--- config.mk ---
export PLATFORM = sky130hd
export DESIGN_NAME = xml_text_escaper_flat
export DESIGN_NICKNAME = d
export VERILOG_FILES = /design/src/sv/xte_pkg.sv /design/src/sv/xte_req_if.sv /design/src/sv/xte_rsp_if.sv /design/src/sv/xte_planner.sv /design/src/sv/xte_emitter.sv /design/src/sv/xml_text_escaper.sv /design/src/flat_wrapper.sv
export SDC_FILE = /design/constraint.sdc
export NUM_CORES = 1
export LEC_CHECK = 0
export BUFFER_PORTS_ARGS = -buffer_cell sky130_fd_sc_hd__buf_2
export CORE_UTILIZATION = 55
export CTS_CLUSTER_DIAMETER = 120
export DETAILED_ROUTE_END_ITERATION = 6
export PLACE_DENSITY = 0.82
export SLEW_MARGIN = 10
export SYNTH_ARGS = -nofsm -noshare
export SYNTH_HDL_FRONTEND = slang
export SYNTH_SLANG_ARGS = --single-unit
export TNS_END_PERCENT = 20
--- constraint.sdc ---
create_clock -name clock -period 5.17 [get_ports clock]
set_input_delay 0.2585 -clock clock [delete_from_list [all_inputs] [get_ports clock]]
set_output_delay 0.2585 -clock clock [all_outputs]
set_load 0.02 [all_outputs]
--- src/sv/xte_pkg.sv ---
package xte_pkg;

   // Character codes used by the escaper
   localparam logic [7:0] CH_AMP  = 8'h26;
   localparam logic [7:0] CH_LT   = 8'h3C;
   localparam logic [7:0] CH_GT   = 8'h3E;
   localparam logic [7:0] CH_QUOT = 8'h22;
   localparam logic [7:0] CH_APOS = 8'h27;
   localparam logic [7:0] CH_HASH = 8'h23;
   localparam logic [7:0] CH_X    = 8'h78;
   localparam logic [7:0] CH_SEMI = 8'h3B;
   localparam logic [7:0] CTRL_LIMIT = 8'd32;

   // Entity text, left aligned in six byte slots
   localparam logic [47:0] ENT_AMP  = {"&amp;", 8'h00};
   localparam logic [47:0] ENT_LT   = {"&lt;", 16'h0000};
   localparam logic [47:0] ENT_GT   = {"&gt;", 16'h0000};
   localparam logic [47:0] ENT_QUOT = "&quot;";
   localparam logic [47:0] ENT_APOS = "&apos;";

   localparam int unsigned TOK_MAX = 3;

   // Tokens released by one input item: a byte plus whether it is escaped
   typedef struct packed {
      logic [1:0]         count;
      logic [2:0][7:0]    tok_byte;
      logic [2:0]         tok_esc;
      logic               last;
   } xte_plan_type;

   function automatic logic [7:0] hex_digit(input logic [3:0] d);
      logic [7:0] r;
      if (d < 4'd10) begin
         r = 8'h30 + {4'h0, d};
      end else begin
         r = 8'h37 + {4'h0, d};
      end
      return r;
   endfunction

   // Full expansion of a token, first byte in the top slot
   function automatic logic [47:0] exp_word(input logic [7:0] b, input logic esc);
      logic [47:0] w;
      w = {b, 40'h0};
      if (esc) begin
         case (b)
            CH_AMP:  w = ENT_AMP;
            CH_LT:   w = ENT_LT;
            CH_GT:   w = ENT_GT;
            CH_QUOT: w = ENT_QUOT;
            CH_APOS: w = ENT_APOS;
            default: begin
               if (b < CTRL_LIMIT) begin
                  w = {"&#x", hex_digit(b[7:4]), hex_digit(b[3:0]), ";"};
               end
            end
         endcase
      end
      return w;
   endfunction

   // Number of bytes in a token's expansion, 1 to 6
   function automatic logic [2:0] exp_len(input logic [7:0] b, input logic esc);
      logic [2:0] n;
      n = 3'd1;
      if (esc) begin
         case (b)
            CH_AMP:  n = 3'd5;
            CH_LT:   n = 3'd4;
            CH_GT:   n = 3'd4;
            CH_QUOT: n = 3'd6;
            CH_APOS: n = 3'd6;
            default: begin
               if (b < CTRL_LIMIT) begin
                  n = 3'd6;
               end
            end
         endcase
      end
      return n;
   endfunction

endpackage

--- src/sv/xte_req_if.sv ---
interface xte_req_if;
   logic       valid;
   logic       ready;
   logic [7:0] in_byte;
   logic       in_last;

   modport source (output valid, output in_byte, output in_last, input ready);
   modport sink   (input valid, input in_byte, input in_last, output ready);
endinterface

--- src/sv/xte_rsp_if.sv ---
interface xte_rsp_if;
   logic       valid;
   logic       ready;
   logic [7:0] out_byte;
   logic       out_run_end;
   logic       out_string_end;

   modport source (output valid, output out_byte, output out_run_end,
                   output out_string_end, input ready);
   modport sink   (input valid, input out_byte, input out_run_end,
                   input out_string_end, output ready);
endinterface

--- src/sv/xte_planner.sv ---
module xte_planner (
   input  logic                 clock,
   input  logic                 reset,
   xte_req_if.sink              req_chan,
   input  logic                 can_load,
   output logic                 plan_take,
   output xte_pkg::xte_plan_type plan
);
   import xte_pkg::*;

   logic       in_valid_ff;
   logic [7:0] in_byte_ff;
   logic       in_last_ff;

   logic [7:0] held_ff [2];
   logic [7:0] held_in [2];
   logic [1:0] held_cnt_ff;
   logic [1:0] held_cnt_in;
   logic       raw_ff;
   logic       raw_in;

   assign plan_take    = in_valid_ff && can_load;
   assign req_chan.ready = !in_valid_ff || plan_take;

   // Input register
   always_ff @(posedge clock) begin
      if (reset) begin
         in_valid_ff <= 1'b0;
      end else if (req_chan.ready) begin
         in_valid_ff <= req_chan.valid;
      end
   end

   always_ff @(posedge clock) begin
      if (req_chan.valid && req_chan.ready) begin
         in_byte_ff <= req_chan.in_byte;
         in_last_ff <= req_chan.in_last;
      end
   end

   // Walk the held bytes plus the new one, at most three positions
   always_comb begin
      logic [7:0] q [5];
      logic [2:0] n;
      logic [1:0] cnt;
      logic       raw;
      logic       stop;
      logic [1:0] ntok;
      logic [7:0] b;

      cnt = (held_cnt_ff == 2'd3) ? 2'd2 : held_cnt_ff;
      b   = 8'h00;
      for (int i = 0; i < 5; i++) begin
         q[i] = 8'h00;
      end
      case (cnt)
         2'd0: begin
            q[0] = in_byte_ff;
         end
         2'd1: begin
            q[0] = held_ff[0];
            q[1] = in_byte_ff;
         end
         default: begin
            q[0] = held_ff[0];
            q[1] = held_ff[1];
            q[2] = in_byte_ff;
         end
      endcase
      n = {1'b0, cnt} + 3'd1;

      raw  = raw_ff;
      stop = 1'b0;
      ntok = 2'd0;
      plan.tok_byte = '0;
      plan.tok_esc  = '0;
      for (int h = 0; h < TOK_MAX; h++) begin
         if (!stop && (3'(h) < n)) begin
            b = q[h];
            plan.tok_byte[h] = b;
            if (raw) begin
               if (b == CH_SEMI || (in_last_ff && (3'(h + 1) == n))) begin
                  raw = 1'b0;
                  plan.tok_esc[h] = 1'b1;
               end
            end else if (b == CH_AMP) begin
               if ((3'(h + 2) <= n) && (q[h + 1] != CH_HASH)) begin
                  plan.tok_esc[h] = 1'b1;
               end else if (3'(h + 3) <= n) begin
                  if (q[h + 2] == CH_X) begin
                     raw = 1'b1;
                  end else begin
                     plan.tok_esc[h] = 1'b1;
                  end
               end else if (in_last_ff) begin
                  plan.tok_esc[h] = 1'b1;
               end else begin
                  stop = 1'b1;
               end
            end else begin
               plan.tok_esc[h] = 1'b1;
            end
            if (!stop) begin
               ntok = 2'(h + 1);
            end
         end
      end

      plan.count  = ntok;
      plan.last   = in_last_ff;
      raw_in      = raw;
      held_cnt_in = 2'(n - {1'b0, ntok});
      held_in[0]  = q[ntok];
      held_in[1]  = q[3'(ntok) + 3'd1];
   end

   // Lookahead state
   always_ff @(posedge clock) begin
      if (reset) begin
         held_cnt_ff <= 2'd0;
         raw_ff      <= 1'b0;
      end else if (plan_take) begin
         held_cnt_ff <= held_cnt_in;
         raw_ff      <= raw_in;
      end
   end

   always_ff @(posedge clock) begin
      if (plan_take) begin
         held_ff[0] <= held_in[0];
         held_ff[1] <= held_in[1];
      end
   end

endmodule

--- src/sv/xte_emitter.sv ---
module xte_emitter (
   input  logic                 clock,
   input  logic                 reset,
   input  logic                 plan_take,
   input  xte_pkg::xte_plan_type plan,
   output logic                 can_load,
   xte_rsp_if.source            rsp_chan
);
   import xte_pkg::*;

   logic             busy_ff;
   logic [2:0][7:0]  tok_byte_ff;
   logic [2:0]       tok_esc_ff;
   logic [1:0]       tok_cnt_ff;
   logic [1:0]       tok_idx_ff;
   logic [2:0]       char_idx_ff;
   logic             last_ff;

   logic             rsp_valid_ff;
   logic [7:0]       rsp_byte_ff;
   logic             rsp_run_end_ff;
   logic             rsp_string_end_ff;

   logic             out_free;
   logic             emit;
   logic             at_tok_end;
   logic             at_plan_end;
   logic             load;
   logic [47:0]      word;
   logic [47:0]      word_sh;
   logic [7:0]       cur_char;

   // Current byte of the current token
   always_comb begin
      word        = exp_word(tok_byte_ff[tok_idx_ff], tok_esc_ff[tok_idx_ff]);
      word_sh     = word << {char_idx_ff, 3'b000};
      cur_char    = word_sh[47:40];
      at_tok_end  = (char_idx_ff ==
                     (exp_len(tok_byte_ff[tok_idx_ff], tok_esc_ff[tok_idx_ff]) - 3'd1));
      at_plan_end = at_tok_end && (tok_idx_ff == (tok_cnt_ff - 2'd1));
   end

   assign out_free = !rsp_valid_ff || rsp_chan.ready;
   assign emit     = busy_ff && out_free;
   assign can_load = !busy_ff || (emit && at_plan_end);
   assign load     = plan_take && (plan.count != 2'd0);

   // Token sequencer control
   always_ff @(posedge clock) begin
      if (reset) begin
         busy_ff <= 1'b0;
      end else if (load) begin
         busy_ff <= 1'b1;
      end else if (emit && at_plan_end) begin
         busy_ff <= 1'b0;
      end
   end

   always_ff @(posedge clock) begin
      if (load) begin
         tok_byte_ff <= plan.tok_byte;
         tok_esc_ff  <= plan.tok_esc;
         tok_cnt_ff  <= plan.count;
         last_ff     <= plan.last;
         tok_idx_ff  <= 2'd0;
         char_idx_ff <= 3'd0;
      end else if (emit) begin
         if (at_tok_end) begin
            tok_idx_ff  <= tok_idx_ff + 2'd1;
            char_idx_ff <= 3'd0;
         end else begin
            char_idx_ff <= char_idx_ff + 3'd1;
         end
      end
   end

   // Result register
   always_ff @(posedge clock) begin
      if (reset) begin
         rsp_valid_ff <= 1'b0;
      end else if (emit) begin
         rsp_valid_ff <= 1'b1;
      end else if (rsp_chan.ready) begin
         rsp_valid_ff <= 1'b0;
      end
   end

   always_ff @(posedge clock) begin
      if (emit) begin
         rsp_byte_ff       <= cur_char;
         rsp_run_end_ff    <= at_plan_end;
         rsp_string_end_ff <= at_plan_end && last_ff;
      end
   end

   assign rsp_chan.valid          = rsp_valid_ff;
   assign rsp_chan.out_byte       = rsp_byte_ff;
   assign rsp_chan.out_run_end    = rsp_run_end_ff;
   assign rsp_chan.out_string_end = rsp_string_end_ff;

endmodule

--- src/sv/xml_text_escaper.sv ---
// Streaming XML text escaper. Bytes of a string enter on req_chan, with in_last on the
// final byte, and escaped text leaves on rsp_chan one byte per item. & < > " ' become
// named entities, bytes below 32 become &#xNN; with uppercase hex, and a "&#x" starts a
// raw copy that runs up to the next ';' or the end of the string. A '&' is held back
// until the next two bytes show whether it opens a reference, so results for it come
// with a later item; in_last flushes everything, and zero-result items are possible.
// Rate: plain text, where each input item expands to one byte, flows at one byte per
// cycle while rsp_chan is ready; an item releasing entities occupies the one-byte result
// register for the total length of its expansions, and req_chan.ready stays low until its
// last byte is sent. An accepted byte passes through the input register and the emitter's
// token registers before it reaches the result register.
module xml_text_escaper (
   input  logic       clock,
   input  logic       reset,
   xte_req_if.sink    req_chan,
   xte_rsp_if.source  rsp_chan
);
   import xte_pkg::*;

   xte_plan_type plan;
   logic         plan_take;
   logic         can_load;

   xte_planner u_planner (
      .clock     (clock),
      .reset     (reset),
      .req_chan  (req_chan),
      .can_load  (can_load),
      .plan_take (plan_take),
      .plan      (plan)
   );

   xte_emitter u_emitter (
      .clock     (clock),
      .reset     (reset),
      .plan_take (plan_take),
      .plan      (plan),
      .can_load  (can_load),
      .rsp_chan  (rsp_chan)
   );

endmodule
--- src/flat_wrapper.sv ---
// flat-port wrapper written by rule: the top's interface ports become plain ports
module xml_text_escaper_flat import xte_pkg::*;
  (clock, reset, req_chan_valid, req_chan_in_byte, req_chan_in_last, req_chan_ready, rsp_chan_valid, rsp_chan_out_byte, rsp_chan_out_run_end, rsp_chan_out_string_end, rsp_chan_ready);
  xte_req_if req_chan_i ();
  xte_rsp_if rsp_chan_i ();
  input  logic clock;
  input  logic reset;
  input wire logic [$bits(req_chan_i.valid)-1:0] req_chan_valid;
  input wire logic [$bits(req_chan_i.in_byte)-1:0] req_chan_in_byte;
  input wire logic [$bits(req_chan_i.in_last)-1:0] req_chan_in_last;
  output wire logic [$bits(req_chan_i.ready)-1:0] req_chan_ready;
  output wire logic [$bits(rsp_chan_i.valid)-1:0] rsp_chan_valid;
  output wire logic [$bits(rsp_chan_i.out_byte)-1:0] rsp_chan_out_byte;
  output wire logic [$bits(rsp_chan_i.out_run_end)-1:0] rsp_chan_out_run_end;
  output wire logic [$bits(rsp_chan_i.out_string_end)-1:0] rsp_chan_out_string_end;
  input wire logic [$bits(rsp_chan_i.ready)-1:0] rsp_chan_ready;
  assign req_chan_i.valid = req_chan_valid;
  assign req_chan_i.in_byte = req_chan_in_byte;
  assign req_chan_i.in_last = req_chan_in_last;
  assign req_chan_ready = req_chan_i.ready;
  assign rsp_chan_valid = rsp_chan_i.valid;
  assign rsp_chan_out_byte = rsp_chan_i.out_byte;
  assign rsp_chan_out_run_end = rsp_chan_i.out_run_end;
  assign rsp_chan_out_string_end = rsp_chan_i.out_string_end;
  assign rsp_chan_i.ready = rsp_chan_ready;
  xml_text_escaper u_core (.clock(clock), .reset(reset), .req_chan(req_chan_i), .rsp_chan(rsp_chan_i));
endmodule
======== Word level (Yosys, flattened, before mapping) ========
Memory sizes are Yosys's and may differ from the RTL's.
Cells that the tools add are included.
storage, ports and cells
  flip-flop bits (word level) ............. 60
  bits in latches ......................... 0
  bits in writable memories ............... 16
  memory bits (read-only) ................. 0
  input port bits ......................... 13
  word-level logic and storage cells ...... 187
  memories ................................ 1
memories
  memory                    words  width  rd ports  clocked after Yosys merged registers in  write ports  RTL line           source
  u_core.u_planner.held_ff  2      8      2         0                                        2            xte_planner.sv:15  logic [7:0] held_ff [2];
operators by class
  $add $sub $neg .......................... 11
  multipliers ............................. 0
  divide/modulo/power cells ............... 0
  order comparisons ....................... 13
  equal/unequal tests ..................... 21
  shifts and indexed selects .............. 1
  mux-type cells .......................... 85
  bitwise logic cells ..................... 2
  reduce and logical (&&, ||, !) cells .... 33
operators by type and width
  operator             count
  $pmux 48 s5          1
  $mux 48              2
  $eq 8x6->1 const B   11
  $mux 1               59
  $mux 8               7
  $bmux 8 s3           2
  $shl 48x6->48        1
  $add 6x4->7 const A  4
  $bmux 8 s2           1
  $ne 8x6->1 const B   2
  $pmux 8 s2           1
  $logic_and 1x1->1    14
  $mux 7               2
  $mux 2               5
  $mux 3               3
  $pmux 3 s3           1
  $eq 8x7->1 const B   1
  $lt 4x4->1 const B   2
  $lt 8x6->1 const B   1
  $add 2x1->3 const B  2
  $eq 2x3->1 const A   2
  $le 2x3->1 const A   2
  $le 3x3->1 const A   2
  $logic_or 1x1->1     6
  other kinds (23)     32

======== Longest topological paths before layout ========
Gate-level depths: netlist of run 1.
  depth after elaboration ................. 31
  mapped depth ............................ 22
  gate-level depth less buffers ........... 19

======== Modules after synthesis ========
From an unflattened synthesis of run 1, not the netlist that was laid out.
unflattened totals
  cells, all modules ...................... 428
  area, all modules ....................... 4,606.9 µm²
by module, submodules not included
  module       times used  cells an instance  area each (µm²)  sequential area each (µm²)
  xte_emitter  1           254                2,790.2          1,341.3
  xte_planner  1           174                1,816.7          830.8

======== Worst setup path before layout of run 1 ========
No wires, ideal clock.
  path kind ............................... flip-flop to flip-flop
  start point ............................. register u_core.u_emitter.tok_idx_ff[0]
  end point ............................... register u_core.u_planner.in_byte_ff[0], enable pin
  arrival ................................. 4,816 ps
  data required time ...................... 4,832 ps
  setup slack ............................. 17 ps
  stages on the path, launching flop included .. 20
  path buffers ............................ 3
  cell sequence ........................... dfxtp_1 buf_6 clkbuf_1 mux2i_1 nor2_1 a21oi_1 ha_1 nor4b_1 nand3_1 a31oi_1 buf_2 o21ai_0 ha_1 xor2_1 and2_1 nand2_1 nor4b_2 nor3_2 o311ai_2 and2_1
between the ends
  cells in the longest elaborated chain, start to end .. 14
  elaborated cells between the ends (all ways) .. 24
ends and longest elaborated chain
  what                                       RTL line                      source
  from (decl)                                xte_emitter.sv:15             logic [1:0] tok_idx_ff;
  from (signal assigned)                     xte_emitter.sv:69             tok_idx_ff <= tok_idx_ff + 2'd1;
  $bmux 8 s2                                 xte_emitter.sv:39             (exp_len(tok_byte_ff[tok_idx_ff], tok_esc_ff[tok_idx_ff]) - 3'd1));
  $mux 8 (implied by the code)               xte_emitter.sv:39
  $lt 8x6->1 or $eq 8x6->1 (tied branches)   xte_pkg.sv:74, xte_pkg.sv:67
  $mux 3 or $reduce_or 2->1 (tied branches)  --
  $pmux 3 s3                                 xte_pkg.sv:67                 case (b)
  $mux 3                                     xte_pkg.sv:66                 if (esc) begin
  $sub 3x1->3                                xte_emitter.sv:39
  $eq 3x3->1                                 xte_emitter.sv:38             at_tok_end = (char_idx_ff ==
  $logic_and 1x1->1 (*)                      xte_emitter.sv:40             at_plan_end = at_tok_end && (tok_idx_ff == (tok_cnt_ff - 2'd1));
  $logic_and 1x1->1 (*)                      xte_emitter.sv:45             assign can_load = !busy_ff || (emit && at_plan_end);
  $logic_or 1x1->1 (*)                       xte_emitter.sv:45
  $logic_and 1x1->1 (*)                      xte_planner.sv:22             assign plan_take = in_valid_ff && can_load;
  $logic_or 1x1->1 (*)                       xte_planner.sv:23             assign req_chan.ready = !in_valid_ff || plan_take;
  net req_chan_ready                         flat_wrapper.sv:11            output wire logic [$bits(req_chan_i.ready)-1:0] req_chan_ready;
  $logic_and 1x1->1 (*)                      xte_planner.sv:35             if (req_chan.valid && req_chan.ready) begin
  to (signal assigned)                       xte_planner.sv:36             in_byte_ff <= req_chan.in_byte;
  to (decl)                                  xte_planner.sv:12             logic [7:0] in_byte_ff;
Mark *: on every way through the listed nets, which the timed path passes. The rest lies on a longest branch. The select of a mux whose other input is x is not followed.
A chain may end at the register's enable or synchronous reset.

======== Worst setup path in the final report of run 1 ========
  start point ............................. register u_core.u_emitter.tok_idx_ff[0]
  end point ............................... output req_chan_ready
between the ends
  cells in the longest elaborated chain, start to end .. 13
  elaborated cells between the ends (all ways) .. 23
ends and longest elaborated chain
  what                                       RTL line
  $bmux 8 s2                                 xte_emitter.sv:39
  $mux 8 (implied by the code)               xte_emitter.sv:39
  $lt 8x6->1 or $eq 8x6->1 (tied branches)   xte_pkg.sv:74, xte_pkg.sv:67
  $mux 3 or $reduce_or 2->1 (tied branches)  --
  $pmux 3 s3                                 xte_pkg.sv:67
  $mux 3                                     xte_pkg.sv:66
  $sub 3x1->3                                xte_emitter.sv:39
  $eq 3x3->1                                 xte_emitter.sv:38
  $logic_and 1x1->1 (*)                      xte_emitter.sv:40
  $logic_and 1x1->1 (*)                      xte_emitter.sv:45
  $logic_or 1x1->1 (*)                       xte_emitter.sv:45
  $logic_and 1x1->1 (*)                      xte_planner.sv:22
  $logic_or 1x1->1 (*)                       xte_planner.sv:23
  to (decl)                                  flat_wrapper.sv:11
Mark *: on every way between the ends. The rest lies on a longest branch, timed or not. The select of a mux whose other input is x is not followed.

==> results of run 1 <==
==> layout make-up <==
| class | count | area [um2] |
|---|---|---|
| Tap cell | 99 | 124 |
| Multi-Input combinational cell | 298 | 2000 |
| Inverter | 18 | 67.6 |
| Sequential cell | 76 | 2180 |
| Clock buffer | 11 | 131 |
| Fill cell | 594 | 2620 |
| Timing Repair Buffer | 40 | 253 |
| Clock inverter | 5 | 35.0 |
==> logic make-up (layout without fill, tap and decap cells) <==
logic type,after synthesis,after routing,share of synthesized area (%)
and+or+nand+nor,134,134,17.4
AOI/OAI and AO/OA,125,125,20.7
DFF,76,76,50.7
buffers and inverters,37,74,3.82
muxes,14,14,3.39
adders and majority gates,10,10,2.92
xor gates and xnor gates,5,5,1.02
other,1,10,0.0875
==> worst max-delay path, stage by stage (launching register included) <==
cell and delay, ns:
dfxtp_4 0.40, buf_12 0.15, mux2i_1 0.11, o2bb2ai_1 0.39
inv_1 0.14, ha_1 0.21, or2_2 0.32, a2bb2oi_4 0.32
a31oi_1 0.18, and2_1 0.21, ha_1 0.30, xor2_1 0.18
and2_1 0.17, nand2_1 0.09, nor4b_4 0.42, nor3_2 0.11
o311ai_2 0.31, buf_2 0.24
==> sequential cells by signal, summed over array words and instances (netlist names), 2 cells and up <==
signal and flops:
u_core.u_emitter.tok_byte_ff 24, u_core.u_planner.held_ff 16, u_core.u_emitter.rsp_chan.out_byte 8, u_core.u_planner.in_byte_ff 8, u_core.u_emitter.char_idx_ff 3, u_core.u_emitter.tok_esc_ff 3, u_core.u_emitter.tok_cnt_ff 2, u_core.u_emitter.tok_idx_ff 2
u_core.u_planner.held_cnt_ff 2
==> what timing repair did <==
item	CTS	global route
setup endpoints to repair	0	62
setup buffers	0	3
gates resized for setup	0	5
==> power by group through the flow <==
stage / Combinational, mW / Sequential (mW) / Clock (mW)
2_1_floorplan: 0.775 / 0.832 / 0
3_3_place_gp: 1.05 / 0.838 / 0
6_report: 1.15 / 0.830 / 0.395
5_1_grt: 1.25 / 0.839 / 0.423
4_1_cts: 1.07 / 0.827 / 0.398
3_5_place_dp: 1.07 / 0.840 / 0
==> stage by stage <==
step           utilization (%)  worst slack [ns]  total power, mW  cells
2_1_floorplan                -            0.0167             1.61    411
3_5_place_dp              61.8             0.146             1.91    528
6_report                  64.6             0.316             2.37    547
5_1_grt                   64.6            0.0358             2.51    547
4_1_cts                   64.0            0.0559             2.30    544
3_3_place_gp              61.8             0.372             1.89    528
==> metal layers <==
metal | global-route usage (%) | vias to the layer above | part of all wire, %
li1 | - | 1605 | -
met1 | 33.1 | 1619 | 41
met2 | 44.0 | 181 | 50
met3 | 4.88 | 34 | 6.6
met4 | 11.4 | 0 | 3.1
met5 | 0 | - | 0
==> synthesized netlist by cell type (all sizes together) (4+ instances only) <==
library cell | n | area share, %
a2bb2oi | 5 | 1.4
inv | 17 | 1.5
nor3 | 7 | 0.93
nor2b | 4 | 0.76
o31ai | 6 | 1.1
ha | 10 | 2.9
a21oi | 31 | 3.6
nand3 | 12 | 1.4
mux2 | 4 | 1.1
nand2 | 29 | 2.5
o2bb2ai | 6 | 1.4
or2 | 4 | 0.58
o31a | 6 | 1.2
dfxtp | 11 | 5.1
o21ai | 23 | 2.7
nand2b | 7 | 1.0
o211ai | 5 | 0.88
and2 | 15 | 2.2
nor3b | 6 | 1.1
a22oi | 4 | 0.70
mux2i | 10 | 2.3
a31oi | 9 | 1.3
a22o | 4 | 0.82
edfxtp | 65 | 46
buf | 6 | 1.1
nor2 | 27 | 2.4
clkbuf | 13 | 1.1
==> worst max path at each step <==
stage                                    from                         endpoint  slack (ns)
6_report       u_core.u_emitter.tok_idx_ff[0]                   req_chan_ready        0.32
5_1_grt        u_core.u_emitter.tok_idx_ff[0]                   req_chan_ready        0.04
4_1_cts        u_core.u_emitter.tok_idx_ff[0]                   req_chan_ready        0.06
3_5_place_dp   u_core.u_emitter.tok_idx_ff[0]   u_core.u_planner.in_byte_ff[6]        0.15
3_3_place_gp   u_core.u_emitter.tok_idx_ff[0]  u_core.u_emitter.tok_byte_ff[9]        0.37
2_1_floorplan  u_core.u_emitter.tok_idx_ff[0]   u_core.u_planner.in_byte_ff[0]        0.02
==> impl.org, run 1 <==
** Routing
- Final routed wirelength across all metal layers :: 10200 um
- Final routed DRC violation total :: 0
- Once detail routing completed, the nets flagged for antenna violations numbered 0.
- Number of DRC violations after detailed-routing iteration 0 :: 210
- Mean number of vias per cell :: 6.29
- The detailed router placed 3439 vias in this run.
- First drt pass iteration count :: 5
- After detailed routing, the average wire length per cell comes to 18.6 um.

** Worst setup path
- Kind of launch point of the worst setup path :: register
- Data on the critical path arrives at its endpoint at about 4.6 ns.
- Critical path data required time :: 4.91 ns
- Crit Path Class :: register to output port
- Worst r2r dst :: u_core.u_emitter.tok_byte_ff[1]
- The startpoint identified for the worst register-to-register timing path is u_core.u_emitter.tok_idx_ff[0].
- CP Max Fanout :: 10
- For the worst flop-to-flop path, the logic depth is 18.
- Endpoint class of the critical path :: output port
- Setup slack, reg-to-reg :: around 0.37 ns

** Die
- During I/O placement, the number of pins put on the boundary was 25.
- Initial Util :: roughly 58%
- Measured along the x axis, the die boundary spans between 90 and 100 um.
- The floorplan step set the die height to 90.3 um.
- Floorplan die area :: 8150 um2
- Std cell rows :: 31
- Area of the placeable core :: 7410 um2

** Timing
- Largest clock skew in the final design :: 0.0129 ns
- Normalized max-slew margin :: 52.7%
- Minimum clock period after layout :: between 4 and 5 ns
- Endpoints failing hold :: 0
- Setup total negative slack on the finished layout was measured at 0 ns.
- Portion of the clock cycle consumed by the worst path in the final layout :: 93.9%
- Final setup fails :: 0
- Unrepaired setup endpoints after global routing :: false
- Highest achievable clock rate :: approximately 0.21 GHz
- Final Max Tran Viols :: 0
- For the pin with the worst max-slew slack, the measured transition is between 0.7 and 0.8 ns.
- Worst hold-check slack :: 0.0814 ns

** Cells and area
- Cell area after layout :: 4780 um2
- Leaving out fill and tap cells, the most frequent cell in the layout is edfxtp_1.
- The area growth from synthesis to layout is 11.6%.
- Layout cell share with drive strength beyond 1 :: 17.0%
- 0 antenna diodes ended up in the layout.
- Leading cell types in the layout, fill and taps excluded :: 65 x edfxtp_1, 31 x a21oi_1, 29 x nand2_1
- After the last flow step, the layout net total stands at approximately 470.

** Power
- The clock network burns 16.7% of the power.
- In this run the static leakage power is between 1.5 and 2 nW.
- Internal power consumption :: ~1.4 mW
- Portion of total power attributed to combinational logic :: 48.3%
- Ratio of total power to cell area :: 496 nW/um2
- IR drop worst, VDD :: 229 uV
- In this run switching power makes up 40.7% of total power.
- Per report_power, the sequential group accounts for 35.0% of the total.
- Summed over all nets, the switching power comes to slightly below 1 mW.

** Logic synthesis
- Dominant synthesized flop cell :: edfxtp_1
- EDFF count, synth :: 65
- Fraction of synthesis flops using an asynchronous set or reset pin :: 0%
- The mapped netlist covers 4290 um2.
- Total of flip-flops plus latches after synthesis :: 76
- The Yosys step of the flow raised 0 warnings.
- Counting every instance in the synthesized netlist gives 402.
- Mean area per synthesized cell :: roughly 11 um2
- Sequential elements use 50.7% of the synthesized area.
- The number of different library cells used by synthesis comes to 70.

** Clocking
- Clock tree synthesis found a total of 76 sinks.
- For the worst-skew pair, the clock arrives at the later sink with an insertion delay of 0.35 ns.
- CTS clk-pin slew, worst paths :: 0.09 ns
- CTS tree :: built
- Max Buffers Root-to-Sink :: 2
- Num CTS Buffers :: 9
- Total number of H-tree levels :: 3
- The number of hold buffers added after CTS was 0.
- Clock tree root buffer cell :: clkbuf_8

** Global routing
- The first global-routing pass estimated about 17000 um of wire.
- The initial antenna violation count is 0.
- Vias in the first global route :: around 3300
- Entering global routing, the biggest net connects 36 pins.
- Total routing resource utilization after global routing :: 26.2%
- Overall overflow remaining after global route :: 0

** Place
- The wire-length estimate of the detail-placed layout is roughly 7600 um.
- Input and output buffers added on the ports amount to 24.
- Total placed instance area :: 4580 um2
- Weighted congestion at the end of routability-driven global placement :: 0.907

** Flow run
- Max cap viols :: 0

** Worst hold path
- Hold Path End :: u_core.u_planner.in_byte_ff[2]
- Worst hold path depth :: 1
- Hold Path Class :: input pin to register
- The startpoint identified for the worst hold timing path is req_chan_in_byte[2].

** Status
- Run status :: finished clean
No activity file was read; power rests on OpenSTA's default activity.
==> inputs of run 2 (changes only) <==
BUFFER_PORTS_ARGS = -buffer_cell sky130_fd_sc_hd__clkbuf_2   (was -buffer_cell sky130_fd_sc_hd__buf_2)
CORE_UTILIZATION = 35   (was 55)
PLACE_DENSITY = 0.59   (was 0.82)
==> impl.org, run 2 (synthesized netlist as in run 1, its figures left out) <==
** Clocking
- The number of buffers inserted during clock tree synthesis was 9 (unchanged).
- CTS tree :: built (unchanged)
- Clock tree root buffer cell :: clkbuf_16 (was clkbuf_8)
- The insertion delay of the later-clocked pin in the worst-skew pair was 0.34 ns (was 0.35 ns).
- The H-tree level count came to 3 (unchanged).
- The CTS sink count is 76 (unchanged).
- The clock input transition at the sequential cells of the worst setup and hold paths is 0.06 ns (was 0.09 ns).
- Max Buffers Root-to-Sink :: 2 (unchanged)

** Worst setup path
- The destination of the worst register-to-register timing path was u_core.u_planner.in_byte_ff[7] (was u_core.u_emitter.tok_byte_ff[1]).
- Critical Path Sink :: req_chan_ready (unchanged)
- CP dominant cell by count :: ha_1
- Cell class contributing the biggest share of worst-path delay :: simple AND/OR/NAND/NOR gates (unchanged)
- The maximum fanout count along the critical path was 11 (was 10).
- Crit Path Class :: register to output port (unchanged)
- The required time at the endpoint of the critical path came to 4.91 ns (about the same).
- R2R cell count :: 16 (was 18)
- The element type at the critical path end was an output port (unchanged).
- The timing startpoint of the critical path is u_core.u_emitter.tok_idx_ff[0] (unchanged).
- The startpoint class of the critical path is a register (unchanged).
- The endpoint arrival time on the critical path was 4.59 ns (was 4.60 ns).
- Crit-path cells :: mux2i_1 > nor2_1 > a21oi_1 > ha_1 > or4b_1 > a2bb2oi_4 > a31oi_1 > o21ai_0 > ha_1 > xor2_1 > and2_1 > nand2_1 > nor4b_4 > nor3_2 > o311ai_2 > clkbuf_2 (was buf_12 > mux2i_1 > o2bb2ai_1 > inv_1 > ha_1 > or2_2 > a2bb2oi_4 > a31oi_1 > and2_1 > ha_1 > xor2_1 > and2_1 > nand2_1 > nor4b_4 > nor3_2 > o311ai_2 > buf_2)
- The combined buffer and inverter count along the critical path came to 1 (was 3).
- The worst-case register-to-register setup slack came to 0.41 ns (was 0.37 ns).
- Slowest stage delay, CP :: 0.57 ns (was 0.42 ns)
- Reg-to-Reg Start :: u_core.u_emitter.tok_idx_ff[0] (unchanged)
- Slowest stage cell on the critical path :: or4b_1 (was nor4b_4)
- Critical path depth in cells :: 16 (was 17)

** Global routing
- The initial antenna violation count came to 0 (unchanged).
- The wire length of the first global-routing pass is 16200 um (was 16700 um).
- Pin count of the biggest net entering global routing :: 35 (was 36)
- The total global routing overflow was 0 (unchanged).
- Vias in the first global route :: 3191 (was 3327)
- The overall routing resource usage came to 16.8% (was 26.2%).

** Power
- The leakage power of the design was 1.79 nW (was 1.72 nW).
- The fraction of power consumed by the clock network was 27.3% (was 16.7%).
- The combinational share of power came to 41.0% (was 48.3%).
- Internal power consumption :: 1.67 mW (was 1.41 mW)
- The worst ir drop on vdd is 249 uV (was 229 uV).
- The power per standard cell area is 526 nW/um2 (was 496 nW/um2).
- Sequential share of power :: 31.6% (was 35.0%)
- The sum of internal, switching and leakage power came to 2.63 mW (was 2.37 mW).
- Switching power summed over all nets :: 0.962 mW (was 0.965 mW)
- Switching share of power :: 36.6% (was 40.7%)

** Die
- The total core area is 12000 um2 (was 7410 um2).
- Die Span Y :: 113 um (was 90.3 um)
- Floorplan die area :: 12700 um2 (was 8150 um2)
- The initial standard-cell utilization of the core came to 35.8% (was 57.8%).
- The number of cell rows came to 40 (was 31).
- I/O pins :: 25 (unchanged)
- The width of the die is 113 um (was 90.3 um).

** Worst hold path
- Hold Path Class :: input pin to register (unchanged)
- Startpoint of the most critical hold path :: req_chan_in_byte[2] (unchanged)

** Routing
- Final routed wirelength across all metal layers :: 9910 um (was 10200 um)
- Number of vias in the routed layout :: 3308 (was 3439)
- The first-pass iteration count of the detailed router was 5 (unchanged).
- Routed length per placed instance :: 16.7 um (was 18.6 um)
- Number of DRC violations after detailed-routing iteration 0 :: 200 (was 210)
- Detail Route Antenna Nets :: 0 (unchanged)
- Mean number of vias per cell :: 5.57 (was 6.29)
- Final routed DRC violation total :: 0 (unchanged)

** Timing
- The timing-limited maximum frequency was 0.206 GHz (about the same).
- Final TNS setup :: 0 ns (unchanged)
- Normalized max-slew margin :: 45.1% (was 52.7%)
- Unrepaired setup endpoints after global routing: false (unchanged).
- The part of the cycle the worst path needs came to 93.8% (was 93.9%).
- The time the worst path needs with I/O delays and setup was 4.85 ns (about the same).
- Final setup fails :: 0 (unchanged)
- The worst slack on hold paths was 0.0858 ns (was 0.0814 ns).
- Largest clock skew in the final design :: 0.00780 ns (was 0.0129 ns)
- The number of hold-slack violations in the final timing report was 0 (unchanged).
- The final max-slew violation count came to 0 (unchanged).
- The slew at the pin closest to its max-slew limit came to 0.817 ns (was 0.702 ns).

** Status
- Run status: finished clean (unchanged).

** Cells and area
- Area growth from synthesis to layout :: 16.7% (was 11.6%)
- The final cell count without fillers is 594 (was 547).
- Register bank with the most flops :: u_core.u_emitter.tok_byte_ff (unchanged)
- The number of flip-flops in the largest register was 24 (unchanged).
- Diodes inserted :: 0 (unchanged)
- Leading cell types in the layout, fill and taps excluded :: 65 x edfxtp_1, 31 x a21oi_1, 29 x nand2_1 (unchanged)
- Layout cell share with drive strength beyond 1 :: 16.3% (was 17.0%)
- Most common cell after layout, fill and taps aside :: edfxtp_1 (unchanged)
- Biggest registers after layout :: u_core.u_emitter.tok_byte_ff: 24 flops, u_core.u_planner.held_ff: 16 flops (unchanged)
- Total number of nets in the final design :: 465 (was 466)

** Place
- The number of placed instances, taps included is 578 (was 528).
- The half-perimeter wire length after detailed placement is 7420 um (was 7600 um).
- The final weighted congestion in routability-driven placement came to 0.901 (was 0.907).
- The number of I/O port buffers was 24 (unchanged).

** Flow run
- Max cap viols :: 0 (unchanged)
[run 2: cell types whose count changed in the layout (fill, tap and decap cells not counted), moves of 2 or more]
cell	delta
buf_2	-24
clkbuf_16	+9
clkbuf_2	+24
inv_4	-2
clkbuf_1	-2
bufinv_16	+3
clkinv_1	+2
clkbuf_8	-9
[run 2: metal layers]
metal  wire length (um)  GRT usage [%]
met1               4240           20.7
met2               4620           26.8
met3                589           3.13
met4                466           11.4
met5                  0              0
[run 2: worst register-to-register path, cell delays in order (launching register included)]
cell	delay (ns)
dfxtp_2	0.52
mux2i_1	0.23
nor2_1	0.05
a21oi_1	0.23
ha_1	0.21
or4b_1	0.57
a2bb2oi_4	0.27
a31oi_1	0.25
o21ai_0	0.15
ha_1	0.31
xor2_1	0.17
and2_1	0.15
nand2_1	0.09
nor4b_4	0.32
nor3_2	0.11
o311ai_2	0.36
and2_1	0.43
[run 2: cell type report]
cell class                      instances  area, um2
Tap cell                              147        184
Fill cell                            1137       6960
Sequential cell                        76       2170
Multi-Input combinational cell        298       1990
Inverter                               18       67.6
Timing Repair Buffer                   39        245
Clock inverter                          7        115
Clock buffer                            9        225
[run 2: stage by stage]
stage	util, %	setup WS [ns]	cell area, um2
floorplan	-	0.0167	4320
global placement	38.9	0.323	4650
detailed placement	38.9	0.185	4650
CTS	41.7	0.0718	4990
global route	41.8	0.0153	5000
finish	41.8	0.321	5000
[run 2: worst min-delay path by stage]
stage                     slack, ns                              to  cells past startpoint
after floorplan                0.33        u_core.u_emitter.busy_ff                      1
after global placement         0.44  u_core.u_planner.in_byte_ff[0]                      1
after detailed placement       0.44  u_core.u_planner.in_byte_ff[4]                      1
after CTS                      0.08  u_core.u_planner.in_byte_ff[2]                      1
after global routing           0.08  u_core.u_planner.in_byte_ff[4]                      1
final                          0.09  u_core.u_planner.in_byte_ff[2]                      1
[run 2: power by group through the flow]
stage / logic, mW / clock network (mW) / registers, mW
finish: 1.08 / 0.719 / 0.832
global route: 1.20 / 0.754 / 0.841
CTS: 1.06 / 0.737 / 0.831
detailed placement: 1.06 / 0 / 0.844
global placement: 1.05 / 0 / 0.843
floorplan: 0.775 / 0 / 0.832
[run 2: what timing repair did]
item,4_1_cts,5_1_grt
buffers inserted,0,0
hold buffers,0,0
setup endpoints to repair,0,39
resized for setup,0,2
